[src/bcgc_pkg.sv]
`timescale 1ns / 1ps

package bcgc_pkg;

    localparam int CELLS_MAX   = 4;
    localparam int CELLS_DEF   = 4;
    localparam int CELL_W      = 16;
    localparam int VOLTS_W     = CELLS_MAX * CELL_W;
    localparam int TIME_W      = 32;
    localparam int LEVEL_W     = 14;
    localparam int CUR_W       = 16;
    localparam int CFG_IDX_W   = 3;
    localparam int CFG_DATA_W  = 32;

    // Register indexes on the configuration port
    localparam logic [CFG_IDX_W-1:0] CFG_CHARGE_ENABLE      = 3'd0;
    localparam logic [CFG_IDX_W-1:0] CFG_MAX_CELL_MV        = 3'd1;
    localparam logic [CFG_IDX_W-1:0] CFG_OVERVOLT_HOLD_MS   = 3'd2;
    localparam logic [CFG_IDX_W-1:0] CFG_FULL_RELEASE_LEVEL = 3'd3;
    localparam logic [CFG_IDX_W-1:0] CFG_FULL_DEGLITCH_MS   = 3'd4;
    localparam logic [CFG_IDX_W-1:0] CFG_STARTUP_ALERT_MS   = 3'd5;

    // Register reset values
    localparam logic                  RST_CHARGE_ENABLE      = 1'b1;
    localparam logic [CELL_W-1:0]     RST_MAX_CELL_MV        = 16'd4200;
    localparam logic [TIME_W-1:0]     RST_OVERVOLT_HOLD_MS   = 32'd20000;
    localparam logic [LEVEL_W-1:0]    RST_FULL_RELEASE_LEVEL = 14'd9500;
    localparam logic [TIME_W-1:0]     RST_FULL_DEGLITCH_MS   = 32'd5000;
    localparam logic [TIME_W-1:0]     RST_STARTUP_ALERT_MS   = 32'd500;

    // Charger chip report codes
    localparam logic [2:0] REP_UNINIT     = 3'd0;
    localparam logic [2:0] REP_COMP_ERROR = 3'd1;
    localparam logic [2:0] REP_FAULTS     = 3'd2;
    localparam logic [2:0] REP_OFF        = 3'd3;
    localparam logic [2:0] REP_FAST       = 3'd4;
    localparam logic [2:0] REP_SLOW       = 3'd5;

    typedef enum logic [3:0] {
        ST_UNINIT     = 4'd0,
        ST_INACTIVE   = 4'd1,
        ST_POWER      = 4'd2,
        ST_SLOW       = 4'd3,
        ST_CHARGING   = 4'd4,
        ST_FINISHED   = 4'd5,
        ST_NO_BATTERY = 4'd6,
        ST_SW_ERROR   = 4'd7,
        ST_HW_ERROR   = 4'd8
    } charger_state_t;

    typedef enum logic [1:0] {
        ALERT_NONE  = 2'd0,
        ALERT_RAISE = 2'd1,
        ALERT_CLEAR = 2'd2
    } alert_t;

    typedef struct packed {
        logic                      charge_enable;
        logic [CELL_W-1:0]         max_cell_mv;
        logic [TIME_W-1:0]         overvolt_hold_ms;
        logic [LEVEL_W-1:0]        full_release_level;
        logic [TIME_W-1:0]         full_deglitch_ms;
        logic [TIME_W-1:0]         startup_alert_ms;
    } cfg_t;

    typedef struct packed {
        logic [TIME_W-1:0]         now_ms;
        logic                      charge_ok_pin;
        logic                      otg_active;
        logic                      balancer_valid;
        logic [VOLTS_W-1:0]        cell_voltages;
        logic                      source_usable;
        logic                      vbus_power;
        logic                      measure_valid;
        logic                      battery_present;
        logic [LEVEL_W-1:0]        battery_level;
        logic signed [CUR_W-1:0]   charge_current_ma;
        logic [2:0]                ic_report;
    } item_t;

    typedef struct packed {
        logic                      charge_on;
        charger_state_t            status;
        alert_t                    alert_action;
        logic                      full_latched;
        logic                      clear_faults;
    } result_t;

endpackage

[src/bcgc_if.sv]
`timescale 1ns / 1ps

interface bcgc_in_if;
    logic                valid;
    logic                ready;
    logic [31:0]         now_ms;
    logic                charge_ok_pin;
    logic                otg_active;
    logic                balancer_valid;
    logic [63:0]         cell_voltages;
    logic                source_usable;
    logic                vbus_power;
    logic                measure_valid;
    logic                battery_present;
    logic [13:0]         battery_level;
    logic signed [15:0]  charge_current_ma;
    logic [2:0]          ic_report;

    modport source (
        output valid, now_ms, charge_ok_pin, otg_active, balancer_valid, cell_voltages,
               source_usable, vbus_power, measure_valid, battery_present, battery_level,
               charge_current_ma, ic_report,
        input  ready
    );

    modport sink (
        input  valid, now_ms, charge_ok_pin, otg_active, balancer_valid, cell_voltages,
               source_usable, vbus_power, measure_valid, battery_present, battery_level,
               charge_current_ma, ic_report,
        output ready
    );
endinterface

interface bcgc_out_if;
    logic        valid;
    logic        ready;
    logic        charge_on;
    logic [3:0]  status;
    logic [1:0]  alert_action;
    logic        full_latched;
    logic        clear_faults;

    modport source (
        output valid, charge_on, status, alert_action, full_latched, clear_faults,
        input  ready
    );

    modport sink (
        input  valid, charge_on, status, alert_action, full_latched, clear_faults,
        output ready
    );
endinterface

[src/battery_charge_gate_controller_unit.sv]
`timescale 1ns / 1ps

// A result beat is registered and appears in the cycle after its input beat is accepted.
// Throughput: one beat per cycle; the whole tick, all cell lanes and the merge
// are combinational, and the output register takes a new beat whenever it is
// empty or being drained.
// Reset (rst_n low, asynchronous): config registers return to their defaults,
// the full latch and both timer stamps clear, the output register empties.
module battery_charge_gate_controller_unit #(
    parameter int CELLS = bcgc_pkg::CELLS_DEF
) (
    input  logic                            clk,
    input  logic                            rst_n,
    bcgc_in_if.sink                         in_ch,
    bcgc_out_if.source                      out_ch,
    input  logic                            cfg_we,
    input  logic [bcgc_pkg::CFG_IDX_W-1:0]  cfg_index,
    input  logic [bcgc_pkg::CFG_DATA_W-1:0] cfg_wdata
);
    import bcgc_pkg::*;

    cfg_t    cfg_reg;
    item_t   item;
    result_t result;
    result_t out_reg;
    logic    out_valid_reg;
    logic    accept;

    // Accept a new tick whenever the output register is free or draining this cycle.
    assign in_ch.ready = !out_valid_reg || out_ch.ready;
    assign accept      = in_ch.valid && in_ch.ready;

    // Gather the input beat into one struct for the gate.
    always_comb
    begin
        item.now_ms            = in_ch.now_ms;
        item.charge_ok_pin     = in_ch.charge_ok_pin;
        item.otg_active        = in_ch.otg_active;
        item.balancer_valid    = in_ch.balancer_valid;
        item.cell_voltages     = in_ch.cell_voltages;
        item.source_usable     = in_ch.source_usable;
        item.vbus_power        = in_ch.vbus_power;
        item.measure_valid     = in_ch.measure_valid;
        item.battery_present   = in_ch.battery_present;
        item.battery_level     = in_ch.battery_level;
        item.charge_current_ma = in_ch.charge_current_ma;
        item.ic_report         = in_ch.ic_report;
    end

    // Configuration registers: write by index, ignore indexes past the list.
    always_ff @(posedge clk or negedge rst_n)
    begin
        if (!rst_n)
        begin
            cfg_reg.charge_enable      <= RST_CHARGE_ENABLE;
            cfg_reg.max_cell_mv        <= RST_MAX_CELL_MV;
            cfg_reg.overvolt_hold_ms   <= RST_OVERVOLT_HOLD_MS;
            cfg_reg.full_release_level <= RST_FULL_RELEASE_LEVEL;
            cfg_reg.full_deglitch_ms   <= RST_FULL_DEGLITCH_MS;
            cfg_reg.startup_alert_ms   <= RST_STARTUP_ALERT_MS;
        end
        else if (cfg_we)
        begin
            unique case (cfg_index)
                CFG_CHARGE_ENABLE:      cfg_reg.charge_enable      <= cfg_wdata[0];
                CFG_MAX_CELL_MV:        cfg_reg.max_cell_mv        <= cfg_wdata[CELL_W-1:0];
                CFG_OVERVOLT_HOLD_MS:   cfg_reg.overvolt_hold_ms   <= cfg_wdata[TIME_W-1:0];
                CFG_FULL_RELEASE_LEVEL: cfg_reg.full_release_level <= cfg_wdata[LEVEL_W-1:0];
                CFG_FULL_DEGLITCH_MS:   cfg_reg.full_deglitch_ms   <= cfg_wdata[TIME_W-1:0];
                CFG_STARTUP_ALERT_MS:   cfg_reg.startup_alert_ms   <= cfg_wdata[TIME_W-1:0];
                default:
                begin
                    // unused index: drop the write
                end
            endcase
        end
    end

    // Cell lanes, merge and charge gate; state advances only on an accepted beat.
    bcgc_gate #(
        .CELLS (CELLS)
    ) u_gate (
        .clk     (clk),
        .rst_n   (rst_n),
        .advance (accept),
        .cfg     (cfg_reg),
        .item    (item),
        .result  (result)
    );

    // Output register: load on accept, hold while the sink stalls.
    always_ff @(posedge clk or negedge rst_n)
    begin
        if (!rst_n)
        begin
            out_valid_reg <= 1'b0;
        end
        else if (accept)
        begin
            out_valid_reg <= 1'b1;
        end
        else if (out_ch.ready)
        begin
            out_valid_reg <= 1'b0;
        end
    end

    always_ff @(posedge clk)
    begin
        if (accept)
            out_reg <= result;
    end

    assign out_ch.valid        = out_valid_reg;
    assign out_ch.charge_on    = out_reg.charge_on;
    assign out_ch.status       = out_reg.status;
    assign out_ch.alert_action = out_reg.alert_action;
    assign out_ch.full_latched = out_reg.full_latched;
    assign out_ch.clear_faults = out_reg.clear_faults;

endmodule

[src/bcgc_cell_lane.sv]
`timescale 1ns / 1ps

module bcgc_cell_lane (
    input  logic [bcgc_pkg::CELL_W-1:0] cell_mv,
    input  logic [bcgc_pkg::CELL_W-1:0] limit_mv,
    output logic                        over
);
    import bcgc_pkg::*;

    // flag a cell at or above the limit
    assign over = (cell_mv >= limit_mv);

endmodule

[src/bcgc_gate.sv]
`timescale 1ns / 1ps

module bcgc_gate #(
    parameter int CELLS = bcgc_pkg::CELLS_DEF
) (
    input  logic              clk,
    input  logic              rst_n,
    input  logic              advance,
    input  bcgc_pkg::cfg_t    cfg,
    input  bcgc_pkg::item_t   item,
    output bcgc_pkg::result_t result
);
    import bcgc_pkg::*;

    logic [CELLS-1:0]  lane_over;
    logic              any_over;

    logic              full_latch_reg;
    logic              full_latch_next;
    logic [TIME_W-1:0] ov_stamp_reg;
    logic [TIME_W-1:0] ov_stamp_next;
    logic [TIME_W-1:0] dg_stamp_reg;
    logic [TIME_W-1:0] dg_stamp_next;

    logic              latch_base;
    charger_state_t    status;
    logic              err;
    logic              on;
    logic [TIME_W-1:0] ov_elapsed;
    logic [TIME_W-1:0] dg_elapsed;
    logic              ov_holding;
    logic              eoc;

    // one compare lane per cell
    for (genvar g = 0; g < CELLS; g++) begin : g_lane
        bcgc_cell_lane u_lane (
            .cell_mv  (item.cell_voltages[g*CELL_W +: CELL_W]),
            .limit_mv (cfg.max_cell_mv),
            .over     (lane_over[g])
        );
    end

    // merge the lanes
    assign any_over   = |lane_over;

    assign ov_elapsed = item.now_ms - ov_stamp_reg;
    assign dg_elapsed = item.now_ms - dg_stamp_reg;
    assign ov_holding = (ov_stamp_reg != '0) && (ov_elapsed < cfg.overvolt_hold_ms);

    always_comb
    begin
        latch_base = full_latch_reg & ~item.otg_active;

        unique case (item.ic_report)
            REP_UNINIT:     status = ST_SW_ERROR;
            REP_COMP_ERROR: status = ST_HW_ERROR;
            REP_FAULTS:     status = ST_SW_ERROR;
            REP_OFF:
            begin
                if (!item.battery_present)
                    status = ST_NO_BATTERY;
                else
                    status = item.vbus_power ? ST_POWER : ST_INACTIVE;
            end
            REP_FAST:       status = latch_base ? ST_FINISHED : ST_CHARGING;
            REP_SLOW:       status = ST_SLOW;
            default:        status = ST_SW_ERROR;
        endcase

        err = (status == ST_UNINIT) || (status == ST_HW_ERROR) ||
              (status == ST_SW_ERROR) || (status == ST_NO_BATTERY);

        eoc = (item.charge_current_ma <= $signed(CUR_W'(0))) && (status == ST_CHARGING);

        full_latch_next = latch_base;
        ov_stamp_next   = ov_stamp_reg;
        dg_stamp_next   = dg_stamp_reg;
        on              = 1'b0;

        if (!err && item.charge_ok_pin)
        begin
            if (!cfg.charge_enable || item.otg_active || !item.balancer_valid)
            begin
                // blocked: stamps hold; the latch holds unless OTG is active
            end
            else if (any_over)
            begin
                ov_stamp_next = item.now_ms;
            end
            else if (ov_holding)
            begin
                // still inside the hold window
            end
            else
            begin
                ov_stamp_next = '0;
                if (!item.source_usable)
                begin
                    // source not usable
                end
                else if (!item.vbus_power)
                begin
                    full_latch_next = 1'b0;
                end
                else if (!item.measure_valid)
                begin
                    // measurements stale
                end
                else if (!item.battery_present)
                begin
                    full_latch_next = 1'b0;
                end
                else if (latch_base)
                begin
                    if (item.battery_level < cfg.full_release_level)
                        full_latch_next = 1'b0;
                end
                else if (eoc)
                begin
                    if (dg_stamp_reg == '0)
                    begin
                        dg_stamp_next = item.now_ms;
                        on            = 1'b1;
                    end
                    else if (dg_elapsed > cfg.full_deglitch_ms)
                    begin
                        dg_stamp_next   = '0;
                        full_latch_next = 1'b1;
                    end
                    else
                    begin
                        on = 1'b1;
                    end
                end
                else
                begin
                    dg_stamp_next = '0;
                    on            = 1'b1;
                end
            end
        end

        result.charge_on    = on;
        result.status       = status;
        result.alert_action = err ? ((item.now_ms >= cfg.startup_alert_ms) ? ALERT_RAISE
                                                                           : ALERT_NONE)
                                  : ALERT_CLEAR;
        result.full_latched = full_latch_next;
        result.clear_faults = (item.ic_report == REP_FAULTS);
    end

    always_ff @(posedge clk or negedge rst_n)
    begin
        if (!rst_n)
        begin
            full_latch_reg <= 1'b0;
            ov_stamp_reg   <= '0;
            dg_stamp_reg   <= '0;
        end
        else if (advance)
        begin
            full_latch_reg <= full_latch_next;
            ov_stamp_reg   <= ov_stamp_next;
            dg_stamp_reg   <= dg_stamp_next;
        end
    end

endmodule
[src/flat_wrapper.sv]
// flat-port wrapper written by rule: the top's interface ports become plain ports
module battery_charge_gate_controller_unit_flat import bcgc_pkg::*;
#(
    parameter int CELLS = bcgc_pkg::CELLS_DEF
)
  (clk, rst_n, cfg_we, cfg_index, cfg_wdata, in_ch_valid, in_ch_now_ms, in_ch_charge_ok_pin, in_ch_otg_active, in_ch_balancer_valid, in_ch_cell_voltages, in_ch_source_usable, in_ch_vbus_power, in_ch_measure_valid, in_ch_battery_present, in_ch_battery_level, in_ch_charge_current_ma, in_ch_ic_report, in_ch_ready, out_ch_valid, out_ch_charge_on, out_ch_status, out_ch_alert_action, out_ch_full_latched, out_ch_clear_faults, out_ch_ready);
  bcgc_in_if in_ch_i ();
  bcgc_out_if out_ch_i ();
  input  logic clk;
  input  logic rst_n;
  input  logic cfg_we;
  input  logic [bcgc_pkg::CFG_IDX_W-1:0] cfg_index;
  input  logic [bcgc_pkg::CFG_DATA_W-1:0] cfg_wdata;
  input wire logic [$bits(in_ch_i.valid)-1:0] in_ch_valid;
  input wire logic [$bits(in_ch_i.now_ms)-1:0] in_ch_now_ms;
  input wire logic [$bits(in_ch_i.charge_ok_pin)-1:0] in_ch_charge_ok_pin;
  input wire logic [$bits(in_ch_i.otg_active)-1:0] in_ch_otg_active;
  input wire logic [$bits(in_ch_i.balancer_valid)-1:0] in_ch_balancer_valid;
  input wire logic [$bits(in_ch_i.cell_voltages)-1:0] in_ch_cell_voltages;
  input wire logic [$bits(in_ch_i.source_usable)-1:0] in_ch_source_usable;
  input wire logic [$bits(in_ch_i.vbus_power)-1:0] in_ch_vbus_power;
  input wire logic [$bits(in_ch_i.measure_valid)-1:0] in_ch_measure_valid;
  input wire logic [$bits(in_ch_i.battery_present)-1:0] in_ch_battery_present;
  input wire logic [$bits(in_ch_i.battery_level)-1:0] in_ch_battery_level;
  input wire logic [$bits(in_ch_i.charge_current_ma)-1:0] in_ch_charge_current_ma;
  input wire logic [$bits(in_ch_i.ic_report)-1:0] in_ch_ic_report;
  output wire logic [$bits(in_ch_i.ready)-1:0] in_ch_ready;
  output wire logic [$bits(out_ch_i.valid)-1:0] out_ch_valid;
  output wire logic [$bits(out_ch_i.charge_on)-1:0] out_ch_charge_on;
  output wire logic [$bits(out_ch_i.status)-1:0] out_ch_status;
  output wire logic [$bits(out_ch_i.alert_action)-1:0] out_ch_alert_action;
  output wire logic [$bits(out_ch_i.full_latched)-1:0] out_ch_full_latched;
  output wire logic [$bits(out_ch_i.clear_faults)-1:0] out_ch_clear_faults;
  input wire logic [$bits(out_ch_i.ready)-1:0] out_ch_ready;
  assign in_ch_i.valid = in_ch_valid;
  assign in_ch_i.now_ms = in_ch_now_ms;
  assign in_ch_i.charge_ok_pin = in_ch_charge_ok_pin;
  assign in_ch_i.otg_active = in_ch_otg_active;
  assign in_ch_i.balancer_valid = in_ch_balancer_valid;
  assign in_ch_i.cell_voltages = in_ch_cell_voltages;
  assign in_ch_i.source_usable = in_ch_source_usable;
  assign in_ch_i.vbus_power = in_ch_vbus_power;
  assign in_ch_i.measure_valid = in_ch_measure_valid;
  assign in_ch_i.battery_present = in_ch_battery_present;
  assign in_ch_i.battery_level = in_ch_battery_level;
  assign in_ch_i.charge_current_ma = in_ch_charge_current_ma;
  assign in_ch_i.ic_report = in_ch_ic_report;
  assign in_ch_ready = in_ch_i.ready;
  assign out_ch_valid = out_ch_i.valid;
  assign out_ch_charge_on = out_ch_i.charge_on;
  assign out_ch_status = out_ch_i.status;
  assign out_ch_alert_action = out_ch_i.alert_action;
  assign out_ch_full_latched = out_ch_i.full_latched;
  assign out_ch_clear_faults = out_ch_i.clear_faults;
  assign out_ch_i.ready = out_ch_ready;
  battery_charge_gate_controller_unit #(.CELLS(CELLS)) u_core (.clk(clk), .rst_n(rst_n), .in_ch(in_ch_i), .out_ch(out_ch_i), .cfg_we(cfg_we), .cfg_index(cfg_index), .cfg_wdata(cfg_wdata));
endmodule
[config.mk]
export PLATFORM = sky130hd
export DESIGN_NAME = battery_charge_gate_controller_unit_flat
export DESIGN_NICKNAME = d
export VERILOG_FILES = /design/src/bcgc_pkg.sv /design/src/bcgc_if.sv /design/src/battery_charge_gate_controller_unit.sv /design/src/bcgc_cell_lane.sv /design/src/bcgc_gate.sv /design/src/flat_wrapper.sv
export SDC_FILE = /design/constraint.sdc
export NUM_CORES = 1
export LEC_CHECK = 0
export BUFFER_PORTS_ARGS = -buffer_cell sky130_fd_sc_hd__buf_2
export CORE_ASPECT_RATIO = 1.1
export CORE_MARGIN = 5
export CORE_UTILIZATION = 45
export CTS_BUF_LIST = sky130_fd_sc_hd__clkbuf_2
export DETAILED_ROUTE_END_ITERATION = 8
export SLEW_MARGIN = 20
export SYNTH_ARGS = -nofsm -noshare
export SYNTH_HDL_FRONTEND = slang
export SYNTH_HIERARCHICAL = 1
export SYNTH_SLANG_ARGS = --single-unit
export TNS_END_PERCENT = 20
[constraint.sdc]
create_clock -name clk -period 5 [get_ports clk]
set_input_delay 0.5 -clock clk [delete_from_list [all_inputs] [get_ports clk]]
set_output_delay 0.5 -clock clk [all_outputs]
set_load 0.01 [all_outputs]
* Word level (Yosys, flattened, before mapping)
Cells that the tools add are included. Widths: inputs -> output; s select.
Storage, ports and cells: flip-flop bits (word level) 202, word-level logic and storage cells 110
Operators by class: add/sub/neg operators 2, $lt $le $gt $ge 9, equal/unequal tests 16, mux-type cells 28, bitwise gates (word level) 11, reductions and logical operators 29
Operator list (count):
- $mux 32 | 5
- $ge 16x16->1 | 4
- $sub 32x32->32 | 2
- $ge 32x32->1 | 1
- $gt 32x32->1 | 1
- $logic_not 32->1 | 1
- $lt 32x32->1 | 1
- $reduce_bool 32->1 | 1
- $mux 1 | 20
- $le 16x1->1 const B | 1
- $pmux 4 s4 | 1
- $lt 14x14->1 | 1
- $eq 3x2->1 const B | 4
- $eq 3x3->1 const B | 4
- $eq 4x3->1 const B | 3
- $reduce_and 2->1 | 6
- $reduce_or 12->1 | 1
- $reduce_and 11->1 | 1
- $not 1->1 | 10
- $eq 3x1->1 const B | 2
- $logic_or 1x1->1 | 6
- $eq 4x4->1 const B | 1
- $logic_and 1x1->1 | 4
- $logic_not 1->1 | 4
- other kinds (10) | 10

* Longest topological paths before layout
word-level depth 16, gate-level depth with buffers 25, gate-level depth less buffers 23

* By module
The synthesis kept the hierarchy.
By module, submodules not included:
- bcgc_gate | instances 1, cells each 1082, area an instance 8765.9 um2, seq. area each 1626.6 um2
- battery_charge_gate_controller_unit | instances 1, cells each 287, area an instance 5151.2 um2, seq. area each 3507.1 um2
- bcgc_cell_lane | instances 4, cells each 55, area an instance 399.1 um2, seq. area each 0.0 um2

* Least setup slack after synthesis
Ideal clock, no wire load.
path type input-to-reg, start point input port in_ch_now_ms[0], end point register u_core.u_gate.dg_stamp_reg[1], data arrival time 4618 ps, data required time 4874 ps, setup slack 257 ps, stages on the path 23, cells stage by stage inv_1 -> ha_1 -> inv_1 -> fa_1 -> a21oi_1 -> o22ai_1 -> o211ai_1 -> a21oi_1 -> o31ai_1 -> a21oi_1 -> or2_1 -> a311oi_1 -> xnor2_1 -> ha_1 -> nand4_1 -> nor4_1 -> o21ai_1 -> a21oi_2 -> nand4_1 -> or4_1 -> buf_2 -> buf_6 -> mux2i_1
On the way: word-level cells in the longest chain between the ends 5, elaborated cells between the ends (all ways) 8
Ends and longest elaborated chain:
- start, declared | line flat_wrapper.sv:15 | input wire logic [$bits(in_ch_i.now_ms)-1:0] in_ch_now_ms;
- branches (longest 4 deep; another with $sub 32x32->32)
- $reduce_and 11->1 (no source line) *
- end signal, assigned | line bcgc_gate.sv:164 | dg_stamp_reg <= dg_stamp_next;
- end, declared | line bcgc_gate.sv:22 | logic [TIME_W-1:0] dg_stamp_reg;
Mark *: on every way between the ends. A chain may end at the register's enable or synchronous reset.

* Final worst setup path
start point register u_core.u_gate.ov_stamp_reg[0], end point register u_core.u_gate.dg_stamp_reg[28]
On the way: word-level cells in the longest chain between the ends 5, elaborated cells between the ends (all ways) 6
Ends and longest elaborated chain:
- start, declared | line bcgc_gate.sv:20 | logic [TIME_W-1:0] ov_stamp_reg;
- start signal, assigned | line bcgc_gate.sv:163 | ov_stamp_reg <= ov_stamp_next;
- $sub 32x32->32 | line bcgc_gate.sv:46 | assign ov_elapsed = item.now_ms - ov_stamp_reg;
- $lt 32x32->1 | line bcgc_gate.sv:48 | assign ov_holding = (ov_stamp_reg != '0) && (ov_elapsed < cfg.overvolt_hold_ms);
- $logic_and 1x1->1 * | line bcgc_gate.sv:48
- $not 1->1 (no source line) *
- $reduce_and 11->1 (no source line) *
Every way passes the cells marked *; elsewhere a longest branch is shown, timed or not.

==> impl_table.tex <==
\begin{tabular}{lr}
\hline
Metric & Value \\
\hline
\multicolumn{2}{l}{\textbf{Status}} \\
Run status & completed \\
\multicolumn{2}{l}{\textbf{Synthesis}} \\
Primary FF master, synth & dfrtp\_1 \\
Synth Instances & between 1500 and 2000 \\
Syn. warnings & 6 \\
Post-Synthesis Mean Instance Area & roughly 9.8 µm² \\
Post-synthesis instance area & 15500 µm² \\
Asr flop ratio synth & 95.5\% \\
Sequential cell area fraction in the yosys report & about a third \\
Synthesized netlist net count & $\sim$2000 \\
Number of flops mapped to enable cells by yosys & 9 \\
Distinct cell type count after synthesis & 73 \\
Flip-flop and latch count after synthesis & approximately 200 \\
\multicolumn{2}{l}{\textbf{Global routing}} \\
Wire length of the first global-routing pass & roughly 71 mm \\
Overflow left after global routing & 0 \\
Total GRT Usage & around a quarter \\
Via count of the first global-routing pass & between 10000 and 15000 \\
Largest net degree at the start of global routing & 101 \\
Initial antenna violation count & 7 \\
\multicolumn{2}{l}{\textbf{Worst setup path}} \\
Worst Setup Start Kind & flip-flop \\
CP endpoint kind & flip-flop \\
CP cell instances & ha\_2 -> inv\_2 -> fa\_2 -> a21oi\_4 -> o22ai\_4 -> o211ai\_1 -> buf\_4 -> a21oi\_2 -> o31ai\_2 -> a21oi\_2 -> or2\_1 -> a311oi\_2 -> xnor2\_1 -> ha\_1 -> nand4\_1 -> nor2\_1 -> a2111oi\_4 -> a21oi\_4 -> nand4\_1 -> or4\_4 -> clkbuf\_16 -> mux2i\_1 \\
Slowest CP cell & or4\_4 \\
Data required time of the critical path & between 5 and 6 ns \\
Arrival time of data at the critical path endpoint & between 5 and 6 ns \\
Maximum fanout encountered on the critical timing path & 8 \\
Setup Crit Path Kind & flip-flop to flip-flop \\
Stage delay of the slowest cell on the critical path & 0.60 ns \\
\multicolumn{2}{l}{\textbf{Power}} \\
Total power per unit cell area & between 200 and 300 nW/µm² \\
Net switching power & around 2.1 mW \\
Largest voltage drop on the vdd net & between 0.00015 and 0.0002 V \\
Design Power & about 5.7 mW \\
Share of total power in sequential cells & 37.0\% \\
Proportion of power drawn by the clock network & a little under a quarter \\
Leakage power summed over all cells & just over 10 nW \\
Comb pwr share & 40.4\% \\
Internal power of the cells & 3.63 mW \\
Switching share of power & between 30\% and 40\% \\
\multicolumn{2}{l}{\textbf{STA}} \\
Final critical-path required period & around 5.0 ns \\
Hold Fails Final Rpt & 0 \\
Max-slew headroom & a little over two fifths \\
Unrepaired setup endpoints after global routing & true \\
Worst clock skew & 0.0566 ns \\
Pins over their slew limit & 0 \\
Part of the cycle the worst path needs & between 90\% and 100\% \\
Worst Max-Slew Pin Slew & around 0.85 ns \\
Setup violators final & 0 \\
Max Fclk & $\sim$200 MHz \\
\multicolumn{2}{l}{\textbf{Detailed routing}} \\
Routed len/inst & 17.8 µm \\
Total wire length & around 45 mm \\
DRC violation count after routing & 0 \\
Number of antenna-violating nets in the routed design & 0 \\
Average via count per standard cell & $\sim$5.3 \\
Number of vias after detailed routing & $\sim$13000 \\
TritonRoute pass-1 iters & 5 \\
Detailed router's first-iteration violation count & $\sim$520 \\
\multicolumn{2}{l}{\textbf{CTS}} \\
Skew-Pair Late Insertion Delay & between 0.9 and 1 ns \\
CTS Root Buffer Type & clkbuf\_2 \\
Num CTS Buffers & between 50 and 60 \\
CTS tree & done \\
Deepest clock path buffer count & 3 \\
Clock slew at reported path FFs & 0.10 ns \\
Number of levels the H-tree was split into & 2 \\
Sinks on Clock Net & around 200 \\
\multicolumn{2}{l}{\textbf{Placed design}} \\
Placed wire-length estimate & approximately 34 mm \\
PortBufs & $\sim$190 \\
Global placer's final weighted congestion & slightly above 0.9 \\
\multicolumn{2}{l}{\textbf{Die}} \\
Floorplan core area & 34100 µm² \\
Die boundary width & roughly 190 µm \\
Floorplan die area & 38300 µm² \\
Initial standard-cell utilization of the core & $\sim$45\% \\
Number of standard-cell rows in the floorplan & a little over 70 \\
Die height & slightly above 200 µm \\
Count of pins on the block boundary & $\sim$190 \\
\multicolumn{2}{l}{\textbf{Final layout}} \\
Layout Utilization & a little under three fifths \\
Layout overhead on the synthesized area & 26.2\% \\
Leading cell types in the layout, fill and taps excluded & inv\_1 (253), ha\_1 (233), buf\_2 (185), dfrtp\_1 (166), buf\_4 (154) \\
Flip-flop count of the largest register, all copies and words added & roughly 130 \\
Leading cell type in the layout, fill and taps excluded & inv\_1 \\
Share of cells above drive strength 1 & a little under 30\% \\
Count of nets after finishing & between 2000 and 2500 \\
\multicolumn{2}{l}{\textbf{Run}} \\
Max cap viols & 0 \\
\multicolumn{2}{l}{\textbf{Worst hold path}} \\
Type of the worst min-delay path & primary input to async pin \\
\hline
\end{tabular}
kinds of logic after synthesis:
| group | after synthesis | synth area share (%) |
|---|---|---|
| simple gates | 305 | 10.7 |
| xor+xnor | 56 | 3.16 |
| buf+inv | 289 | 7.73 |
| flops | 202 | 33.1 |
| compound gates | 342 | 14.9 |
| fa+ha+maj | 236 | 19.1 |
| mux | 159 | 11.3 |
critical path, delay by kind of cell, from the launching register on:
kind / cells / cell delay, ns
AOI/OAI and AO/OA: 9 / 1.57
and+or+nand+nor: 5 / 1.33
adders and majority gates: 3 / 0.90
buffers and inverters: 3 / 0.43
DFF: 1 / 0.37
muxes: 1 / 0.12
xor gates and xnor gates: 1 / 0.11
power by group through the flow:
stage                     combinational, mW  clock (mW)  sequential, mW
after floorplan                        1.43           0            2.09
after global placement                 2.15           0            2.15
after detailed placement               2.21           0            2.16
after CTS                              2.29        1.36            2.13
after global routing                   2.62        1.45            2.17
final                                  2.32        1.30            2.13
cell type report:
| class | instances | area (µm²) |
|---|---|---|
| well taps | 438 | 548 |
| inverters | 254 | 953 |
| clock buffers | 80 | 400 |
| multi-input cells | 1098 | 9350 |
| fillers | 3147 | 14500 |
| repair buffers | 426 | 3030 |
| flip-flops and latches | 202 | 5130 |
| diodes | 6 | 15.0 |
| clock inverters | 22 | 146 |
through the flow:
| stage | worst slack, ns | instance area (µm²) | cells | hold WS, ns | TNS [ns] |
|---|---|---|---|---|---|
| 2_1_floorplan | 0.257 | 15500 | 1589 | 0.204 | 0 |
| 3_3_place_gp | -0.569 | 18000 | 2332 | 0.470 | -20.98 |
| 3_5_place_dp | -0.665 | 18000 | 2332 | 0.475 | -24.19 |
| 4_1_cts | -0.00347 | 19400 | 2515 | 0.0663 | -0.00347 |
| 5_1_grt | -0.218 | 19600 | 2526 | 0.167 | -5.87 |
| 6_report | 0.0251 | 19600 | 2526 | 0.208 | 0 |
what timing repair did:
item / CTS / global route
pin swaps: 5 / 25
hold buffers: 80 / 0
gates resized for setup: 10 / 22
endpoints found under the hold margin: 300 / 0
setup endpoints to repair: 34 / 35
gates cloned: 1 / 2
setup buffers: 0 / 4
synth_stat cells, drive strengths merged (3+ instances only):
cell,count,area share (%)
nor4,24,0.97
nor2,51,1.2
a211oi,11,0.60
a21boi,3,0.15
and4,12,0.68
a31oi,10,0.60
dfstp,27,4.6
edfxtp,9,1.7
nor2b,22,0.89
o22ai,4,0.16
nand4b,3,0.17
o211ai,11,0.53
clkbuf,14,0.34
nand3b,7,0.34
o21a,12,0.58
nand4,31,1.4
dfrtp,166,27
nand2b,20,0.81
ha,234,19
a22o,32,1.8
nor3,14,0.45
xnor2,33,1.9
a21o,52,2.5
xor2,23,1.3
nand2,71,1.7
nand3,21,0.68
inv,254,6.1
a41oi,3,0.17
a211o,4,0.23
mux2,127,9.2
o21ai,59,1.9
and3,5,0.20
a2111oi,10,0.65
and2,3,0.12
o21bai,3,0.15
mux2i,32,2.1
a21oi,108,3.5
or2,4,0.16
or4,7,0.34
o31ai,7,0.49
buf,21,1.2
layer usage:
layer	part of all wire, %	track usage, %
met5	0.027	0
met4	4.5	10.6
met3	4.4	4.53
met2	50	41.5
met1	41	27.2
final timing paths:
| path | startpoint | to | slack [ns] | depth (start not counted) |
|---|---|---|---|---|
| max | u_core/u_gate/ov_stamp_reg[0] | u_core/u_gate/dg_stamp_reg[28] | 0.03 | 22 |
| max in group asynchronous | rst_n | u_core/cfg_reg[83] | 3.77 | 3 |
| min reg2reg | u_core/cfg_reg[82] | u_core/cfg_reg[82] | 0.49 | 1 |
| min | rst_n | u_core/cfg_reg[106] | 0.21 | 2 |
| min in group clk | in_ch_battery_present | u_core/u_gate/dg_stamp_reg[12] | 0.24 | 5 |
| max reg2reg | u_core/u_gate/ov_stamp_reg[0] | u_core/u_gate/dg_stamp_reg[28] | 0.03 | 22 |
Note: power is estimated with default switching activity, not from simulation.
